[src/rtl/dacs_pkg.sv]
package dacs_pkg;

    localparam int WINDOW_DEF           = 16;
    localparam int STORE_DEPTH_DEF      = 32;
    localparam int DIES_DEF             = 8;
    localparam int CHANNELS_DEF         = 4;
    localparam int SECTORS_PER_PAGE_DEF = 8;

    localparam int SECTOR_W = 32;
    localparam int ENTRY_W  = 56;

    typedef enum logic [1:0] {
        STAT_ACCEPTED = 2'd0,
        STAT_ISSUED   = 2'd1,
        STAT_NONE     = 2'd2,
        STAT_FULL     = 2'd3
    } status_t;

    typedef struct packed {
        logic         func;
        logic [7:0]   cmd_code;
        logic [31:0]  sector_addr;
        logic [7:0]   sector_count;
        logic [7:0]   tag;
        logic [7:0]   die_busy;
    } cmd_item_t;

    typedef struct packed {
        status_t      status;
        logic [7:0]   out_cmd_code;
        logic [31:0]  out_sector_addr;
        logic [7:0]   out_sector_count;
        logic [7:0]   out_tag;
        logic [2:0]   out_die;
        logic [5:0]   queue_length;
    } rsp_item_t;

    typedef struct packed {
        logic [7:0]   op;
        logic [31:0]  sector;
        logic [7:0]   count;
        logic [7:0]   tag;
    } entry_t;

    localparam logic [0:0] FUNC_ENQUEUE = 1'b0;
    localparam logic [0:0] FUNC_ISSUE   = 1'b1;

endpackage

[src/rtl/die_aware_command_scheduler.sv]
// enqueue: result after the die calculation (sector, page, quotient and die registers), then the memory write
// issue: window entries are examined one at a time, then each younger entry is moved down
//   through the single read port of the entry memory; full or empty answers go straight to the result
// one item at a time; the next item can be taken in the cycle after its result is registered,
//   even while that result still waits on the output
// reset clears the entry count and control state; the entry memory needs no clearing pass
module die_aware_command_scheduler #(
    parameter int WINDOW           = dacs_pkg::WINDOW_DEF,
    parameter int STORE_DEPTH      = dacs_pkg::STORE_DEPTH_DEF,
    parameter int DIES             = dacs_pkg::DIES_DEF,
    parameter int SECTORS_PER_PAGE = dacs_pkg::SECTORS_PER_PAGE_DEF
) (
    input  logic                clk,
    input  logic                rst_n,
    input  logic                cmd_valid,
    output logic                cmd_ready,
    input  dacs_pkg::cmd_item_t cmd,
    output logic                rsp_valid,
    input  logic                rsp_ready,
    output dacs_pkg::rsp_item_t rsp
);

    import dacs_pkg::*;

    localparam int DW = (DIES > 1) ? $clog2(DIES) : 1;
    localparam int AW = (STORE_DEPTH > 1) ? $clog2(STORE_DEPTH) : 1;
    localparam int CW = $clog2(STORE_DEPTH + 1);
    localparam int MW = DW + ENTRY_W;

    typedef enum logic [2:0] {
        S_IDLE,
        S_DIV,
        S_RD,
        S_CHK,
        S_SH_RD,
        S_SH_WR,
        S_RESULT
    } state_t;

    state_t            state_reg, state_next;
    logic [CW-1:0]     count_reg, count_next;
    logic [CW-1:0]     idx_reg, idx_next;
    logic [DIES-1:0]   claimed_reg, claimed_next;
    logic [7:0]        busy_reg, busy_next;
    entry_t            hold_reg, hold_next;
    status_t           res_status_reg, res_status_next;
    entry_t            res_entry_reg, res_entry_next;
    logic [DW-1:0]     res_die_reg, res_die_next;
    logic              rsp_valid_reg, rsp_valid_next;
    rsp_item_t         rsp_reg, rsp_next;

    logic              ram_we;
    logic [AW-1:0]     ram_waddr;
    logic [MW-1:0]     ram_wdata;
    logic [AW-1:0]     ram_raddr;
    logic [MW-1:0]     ram_rdata;

    logic              div_start;
    logic              div_done;
    logic [DW-1:0]     div_die;

    logic [CW-1:0]     limit;
    logic [CW-1:0]     idx_inc;
    logic [DW-1:0]     rd_die;
    entry_t            rd_entry;
    logic              rd_die_busy;

    dacs_ram #(
        .WIDTH (MW),
        .DEPTH (STORE_DEPTH),
        .AW    (AW)
    ) u_store (
        .clk   (clk),
        .we    (ram_we),
        .waddr (ram_waddr),
        .wdata (ram_wdata),
        .raddr (ram_raddr),
        .rdata (ram_rdata)
    );

    dacs_die_calc #(
        .SECTORS_PER_PAGE (SECTORS_PER_PAGE),
        .DIES             (DIES),
        .DW               (DW)
    ) u_die_calc (
        .clk    (clk),
        .rst_n  (rst_n),
        .start  (div_start),
        .sector (cmd.sector_addr),
        .done   (div_done),
        .die    (div_die)
    );

    assign limit    = (int'(count_reg) < WINDOW) ? count_reg : CW'(WINDOW);
    assign idx_inc  = idx_reg + CW'(1);
    assign rd_die   = ram_rdata[MW-1 -: DW];
    assign rd_entry = entry_t'(ram_rdata[ENTRY_W-1:0]);

    // dies past the 8-bit busy map count as idle
    always_comb
    begin
        rd_die_busy = 1'b0;
        for (int b = 0; b < 8; b++)
        begin
            if (int'(rd_die) == b && busy_reg[b])
            begin
                rd_die_busy = 1'b1;
            end
        end
    end

    always_comb
    begin
        state_next      = state_reg;
        count_next      = count_reg;
        idx_next        = idx_reg;
        claimed_next    = claimed_reg;
        busy_next       = busy_reg;
        hold_next       = hold_reg;
        res_status_next = res_status_reg;
        res_entry_next  = res_entry_reg;
        res_die_next    = res_die_reg;
        rsp_valid_next  = rsp_valid_reg;
        rsp_next        = rsp_reg;

        ram_we    = 1'b0;
        ram_waddr = count_reg[AW-1:0];
        ram_wdata = {div_die, hold_reg};
        ram_raddr = idx_reg[AW-1:0];
        div_start = 1'b0;

        if (rsp_valid_reg && rsp_ready)
        begin
            rsp_valid_next = 1'b0;
        end

        case (state_reg)
            S_IDLE:
            begin
                if (cmd_valid)
                begin
                    res_entry_next = '0;
                    res_die_next   = '0;
                    hold_next      = '{op: cmd.cmd_code, sector: cmd.sector_addr,
                                       count: cmd.sector_count, tag: cmd.tag};
                    busy_next      = cmd.die_busy;
                    idx_next       = '0;
                    claimed_next   = '0;
                    if (cmd.func == FUNC_ENQUEUE)
                    begin
                        if (int'(count_reg) >= STORE_DEPTH)
                        begin
                            res_status_next = STAT_FULL;
                            state_next      = S_RESULT;
                        end
                        else
                        begin
                            div_start  = 1'b1;
                            state_next = S_DIV;
                        end
                    end
                    else if (count_reg == '0)
                    begin
                        res_status_next = STAT_NONE;
                        state_next      = S_RESULT;
                    end
                    else
                    begin
                        state_next = S_RD;
                    end
                end
            end

            S_DIV:
            begin
                if (div_done)
                begin
                    ram_we          = 1'b1;
                    count_next      = count_reg + CW'(1);
                    res_status_next = STAT_ACCEPTED;
                    state_next      = S_RESULT;
                end
            end

            S_RD:
            begin
                state_next = S_CHK;
            end

            S_CHK:
            begin
                if (!claimed_reg[rd_die] && !rd_die_busy)
                begin
                    res_status_next = STAT_ISSUED;
                    res_entry_next  = rd_entry;
                    res_die_next    = rd_die;
                    if (int'(idx_reg) + 1 < int'(count_reg))
                    begin
                        state_next = S_SH_RD;
                    end
                    else
                    begin
                        count_next = count_reg - CW'(1);
                        state_next = S_RESULT;
                    end
                end
                else
                begin
                    // an older entry on this die keeps younger ones behind it
                    claimed_next[rd_die] = 1'b1;
                    idx_next = idx_inc;
                    if (int'(idx_reg) + 1 < int'(limit))
                    begin
                        state_next = S_RD;
                    end
                    else
                    begin
                        res_status_next = STAT_NONE;
                        state_next      = S_RESULT;
                    end
                end
            end

            S_SH_RD:
            begin
                ram_raddr  = idx_inc[AW-1:0];
                state_next = S_SH_WR;
            end

            S_SH_WR:
            begin
                ram_we    = 1'b1;
                ram_waddr = idx_reg[AW-1:0];
                ram_wdata = ram_rdata;
                idx_next  = idx_inc;
                if (int'(idx_reg) + 2 < int'(count_reg))
                begin
                    state_next = S_SH_RD;
                end
                else
                begin
                    count_next = count_reg - CW'(1);
                    state_next = S_RESULT;
                end
            end

            S_RESULT:
            begin
                if (!rsp_valid_reg || rsp_ready)
                begin
                    rsp_valid_next                = 1'b1;
                    rsp_next.status               = res_status_reg;
                    rsp_next.out_cmd_code         = res_entry_reg.op;
                    rsp_next.out_sector_addr      = res_entry_reg.sector;
                    rsp_next.out_sector_count     = res_entry_reg.count;
                    rsp_next.out_tag              = res_entry_reg.tag;
                    rsp_next.out_die              = 3'(res_die_reg);
                    rsp_next.queue_length         = 6'(count_reg);
                    state_next                    = S_IDLE;
                end
            end

            default:
            begin
                state_next = S_IDLE;
            end
        endcase
    end

    always_ff @(posedge clk or negedge rst_n)
    begin
        if (!rst_n)
        begin
            state_reg     <= S_IDLE;
            count_reg     <= '0;
            rsp_valid_reg <= 1'b0;
        end
        else
        begin
            state_reg     <= state_next;
            count_reg     <= count_next;
            rsp_valid_reg <= rsp_valid_next;
        end
    end

    always_ff @(posedge clk)
    begin
        idx_reg        <= idx_next;
        claimed_reg    <= claimed_next;
        busy_reg       <= busy_next;
        hold_reg       <= hold_next;
        res_status_reg <= res_status_next;
        res_entry_reg  <= res_entry_next;
        res_die_reg    <= res_die_next;
        rsp_reg        <= rsp_next;
    end

    assign cmd_ready = (state_reg == S_IDLE);
    assign rsp_valid = rsp_valid_reg;
    assign rsp       = rsp_reg;

endmodule

[src/rtl/dacs_ram.sv]
module dacs_ram #(
    parameter int WIDTH = 64,
    parameter int DEPTH = 32,
    parameter int AW    = (DEPTH > 1) ? $clog2(DEPTH) : 1
) (
    input  logic             clk,
    input  logic             we,
    input  logic [AW-1:0]    waddr,
    input  logic [WIDTH-1:0] wdata,
    input  logic [AW-1:0]    raddr,
    output logic [WIDTH-1:0] rdata
);

    logic [WIDTH-1:0] mem [DEPTH];

    always_ff @(posedge clk)
    begin
        if (we)
        begin
            mem[waddr] <= wdata;
        end
        rdata <= mem[raddr];
    end

endmodule

[src/rtl/dacs_die_calc.sv]
module dacs_die_calc #(
    parameter int SECTORS_PER_PAGE = dacs_pkg::SECTORS_PER_PAGE_DEF,
    parameter int DIES             = dacs_pkg::DIES_DEF,
    parameter int DW               = (DIES > 1) ? $clog2(DIES) : 1
) (
    input  logic          clk,
    input  logic          rst_n,
    input  logic          start,
    input  logic [31:0]   sector,
    output logic          done,
    output logic [DW-1:0] die
);

    import dacs_pkg::*;

    // ceil(2^(32+l)/d) with 2^l >= d gives an exact quotient for every 32-bit dividend
    function automatic logic [32:0] recip(int d, int l);
        logic [63:0] num;
        num = 64'd1 << (32 + l);
        return 33'((num + 64'(d) - 64'd1) / 64'(d));
    endfunction

    localparam int          L1 = $clog2(SECTORS_PER_PAGE);
    localparam int          L2 = $clog2(DIES);
    localparam logic [32:0] M1 = recip(SECTORS_PER_PAGE, L1);
    localparam logic [32:0] M2 = recip(DIES, L2);

    logic                sec_v_reg;
    logic                page_v_reg;
    logic                quo_v_reg;
    logic                done_reg;
    logic [SECTOR_W-1:0] sec_reg, sec_next;
    logic [SECTOR_W-1:0] page_reg, page_next;
    logic [SECTOR_W-1:0] quo_reg, quo_next;
    logic [DW-1:0]       die_reg, die_next;
    logic [64:0]         page_prod;
    logic [64:0]         quo_prod;

    // page = sector / spp in one stage, then die = page mod dies via a quotient stage and a die stage
    always_comb
    begin
        sec_next  = start ? sector : sec_reg;
        page_prod = 65'(sec_reg) * 65'(M1);
        page_next = SECTOR_W'(page_prod >> (32 + L1));
        quo_prod  = 65'(page_reg) * 65'(M2);
        quo_next  = SECTOR_W'(quo_prod >> (32 + L2));
        // remainder is below dies, so the low bits alone are exact
        die_next  = page_reg[DW-1:0] - quo_reg[DW-1:0] * DW'(DIES);
    end

    always_ff @(posedge clk or negedge rst_n)
    begin
        if (!rst_n)
        begin
            sec_v_reg  <= 1'b0;
            page_v_reg <= 1'b0;
            quo_v_reg  <= 1'b0;
            done_reg   <= 1'b0;
        end
        else
        begin
            sec_v_reg  <= start;
            page_v_reg <= sec_v_reg;
            quo_v_reg  <= page_v_reg;
            done_reg   <= quo_v_reg;
        end
    end

    always_ff @(posedge clk)
    begin
        sec_reg  <= sec_next;
        page_reg <= page_next;
        quo_reg  <= quo_next;
        die_reg  <= die_next;
    end

    assign done = done_reg;
    assign die  = die_reg;

endmodule

[config.mk]
export PLATFORM = sky130hd
export DESIGN_NAME = die_aware_command_scheduler
export DESIGN_NICKNAME = d
export VERILOG_FILES = /design/src/rtl/dacs_pkg.sv /design/src/rtl/die_aware_command_scheduler.sv /design/src/rtl/dacs_ram.sv /design/src/rtl/dacs_die_calc.sv
export SDC_FILE = /design/constraint.sdc
export NUM_CORES = 2
export LEC_CHECK = 0
export ABC_AREA = 1
export CAP_MARGIN = 15
export CORE_ASPECT_RATIO = 0.7
export CORE_UTILIZATION = 60
export DETAILED_ROUTE_END_ITERATION = 6
export DONT_BUFFER_PORTS = 1
export GPL_ROUTABILITY_DRIVEN = 0
export PLACE_DENSITY_LB_ADDON = 0.08
export SYNTH_ARGS = -nofsm -noshare
export SYNTH_HDL_FRONTEND = slang
export SYNTH_SLANG_ARGS = --single-unit
[constraint.sdc]
create_clock -name clk -period 11.34 [get_ports clk]
set_input_delay 2.268 -clock clk [delete_from_list [all_inputs] [get_ports clk]]
set_output_delay 2.268 -clock clk [all_outputs]
set_load 0.01 [all_outputs]
==> results.tsv <==
metric	value	unit
n_antenna_cell	0	
cp_max_fo	51	
grt-ovfl-total	0	
end_kind	flip-flop	
clk_pin_slew	0.07	ns
async_reset_ff_share	0.6434	%
initial_utilization	60.63	%
synth_area	0.09295	mm²
insertion_delay	0.86	ns
antenna_found_initial	2	
yosysWarnings	0	
syn_nets	9025	
synth_largest_area_cell	edfxtp_1	
cts-root-buf	clkbuf_16	
largest_reg_flops	1888	
die-area	0.1565	mm²
die_w	472.4	µm
dp_hpwl	127000	µm
avgSynthCellArea	10.40	µm²
drv_cap	0	
ys_seq_elements	2176	
rsz0062_at_grt	false	
grt_pass1_wl	369500	µm
setup_slack	6.090	ns
netlist_instances	8934	
drive_gt1_share	5.655	%
grt_max_degree	240	
fmax	190.5	MHz
worstHoldPathType	reg -> reg	
wirelength	247400	µm
nets	8933	
num_io_pins	138	
fin_crit_sh	46.30	%
die_h	331.3	µm
p_per_area	150.3	mW/mm²
fp-row-count	120	
tns	0	ns
outcome	finished with violations	
drtAntennaViolNets	0	
violations	design-rule violations	
cts_buffers	200	
leakagePower	43.34	nW
cts_tree	yes	
grt_util_all_layers	31.74	%
cts.sinks	2176	
finalHoldWorstSlack	0.3357	ns
slew_headroom	15.56	%
critPathKind	reg -> reg	
fin_crit	5.250	ns
synth_cell_types	31	
start_kind	flip-flop	
core	0.1533	mm²
cp.required	11.79	ns
drt-wirelength-per-cell	22.30	µm
portBuffers	0	
fill_cells	11640	
vias	61590	
cts_max_level	4	
synth_edf_count	2097	
setup_violations	0	
clockBufferDepth	3	
ir_worst_vdd	0.1533	mV
yosysSeqAreaShare	69.53	%
tightestPinTransition	1.267	ns
ctsHoldBuffers	0	
area_growth	9.423	%
post_cts_buffers	0	
synth_ff_type	edfxtp_1	
drc_errors	3	
viasPerCell	5.552	
cts_resized	0	
dr.pass1.iters	7	
crit_arrival	5.70	ns
first_iter_violations	8382	
synthTopCellsByArea	edfxtp_1 (68%), nand3_1 (9.4%), nand2_1 (9.2%), inv_1 (8.1%), dfxtp_1 (1.4%)	
report.final.slew_viol_count	0	
pre_cts_ws	6.070	ns
grt_pass1_vias	57650	
hold_viol	0	
fin_skew	0.02979	ns
synth_top_area_share	67.75	%
==> synthesized netlist by cell type, types with 2 or more instances <==
| cell type | n |
|---|---|
| inv_2 | 4 |
| clkbuf_1 | 159 |
| dfxtp_1 | 65 |
| a21o_1 | 3 |
| nand2_2 | 2 |
| xnor2_1 | 4 |
| o21ai_1 | 3 |
| edfxtp_1 | 2097 |
| ha_1 | 21 |
| buf_2 | 241 |
| nand2_1 | 2282 |
| nand3_1 | 1744 |
| o21ai_0 | 71 |
| dfrtp_1 | 14 |
| a21oi_1 | 16 |
| inv_1 | 2006 |
| buf_1 | 31 |
| nor2_1 | 135 |
| xor2_1 | 7 |
| nand4_1 | 14 |
| o21ai_2 | 2 |
| a31oi_1 | 2 |
| buf_4 | 3 |
==> placed cells by master (no fill, tap or decap), drive strengths merged, types with 10 or more instances in the layout <==
cell type,netlist,layout
nand2,2284,2284
edfxtp,2097,2097
inv,2010,2016
nand3,1744,1744
clkbuf,159,280
buf,276,141
nor2,136,136
clkinv,0,78
o21ai,76,76
dfxtp,65,65
ha,21,21
a21oi,16,16
nand4,14,14
dfrtp,14,14
bufinv,0,10
==> routing by layer <==
| metal | up-vias | GRT usage (%) | share of wire [%] | routed length (µm) |
|---|---|---|---|---|
| li1 | 28480 | - | - | - |
| met1 | 29500 | 48.22 | 43 | 105800 |
| met2 | 3222 | 47.45 | 44 | 110000 |
| met3 | 386 | 5.120 | 10 | 25310 |
| met4 | 2 | 9.317 | 2.6 | 6311 |
| met5 | - | 0 | 0.0028 | 7 |
==> report_power, final <==
| group | leakage [nW] | internal, mW | switching [mW] | total, mW |
|---|---|---|---|---|
| clock network | 3.11 | 3.66 | 2.95 | 6.61 |
| registers | 19.5 | 8.67 | 0.0000000000000000207 | 8.67 |
| logic | 20.8 | 0.000343 | 0.000886 | 0.00125 |
| total | 43.3 | 12.3 | 2.95 | 15.3 |
==> metrics by stage <==
step	total power [mW]	instance area (µm²)	cells	utilization, %
global route	15.63	101700	11090	66.35
detailed placement	8.848	95340	10710	62.19
global placement	8.848	95340	10710	62.19
finish	15.28	101700	11090	66.35
floorplan	8.847	92950	8934	-
CTS	15.34	101700	11090	66.33
==> path summary, 6_finish.rpt <==
check / end / startpoint / slack (ns) / depth (start not counted)
max: u_store.mem[12][31] / state_reg[1] / 6.09 / 8
min: u_die_calc.die[1] / u_die_calc.page_reg[1] / 0.34 / 0
max reg2reg: u_store.mem[12][31] / state_reg[1] / 6.09 / 8
min reg2reg: u_die_calc.die[1] / u_die_calc.page_reg[1] / 0.34 / 0
max in group asynchronous: count_reg[4] / rst_n / 10.14 / 0
min in group asynchronous: u_die_calc.done / rst_n / 1.12 / 0
==> area by class of cell <==
class / count / area, µm² / area share (%)
Sequential cell: 2176 / 64620 / 63.54
Multi-Input combinational cell: 4313 / 19410 / 19.08
Inverter: 2010 / 7560 / 7.433
Clock buffer: 280 / 5584 / 5.490
Tap cell: 2074 / 2595 / 2.551
Timing Repair Buffer: 141 / 1186 / 1.166
Clock inverter: 98 / 749.5 / 0.7369
==> critical path, cell delays in order (launching register included) <==
cell     delay [ns]
dfrtp_1        0.50
nor2_1         0.18
nand2_4        0.63
buf_4          0.61
o21ai_0        0.26
inv_1          0.12
nand3_1        0.57
nor2_4         0.89
buf_4          0.99
==> kinds of logic (layout without fill, tap and decap cells) <==
| logic type | Yosys count | in the layout | synth area share (%) |
|---|---|---|---|
| simple gates | 4179 | 4179 | 19.28 |
| buf+inv | 2445 | 2529 | 10.22 |
| flops | 2176 | 2176 | 69.53 |
| compound gates | 100 | 100 | 0.5667 |
| fa+ha+maj | 22 | 22 | 0.3042 |
| xor+xnor | 11 | 11 | 0.1037 |
| other cells | 1 | 1 | 0.004035 |
Note: power is estimated with default switching activity, not from simulation.
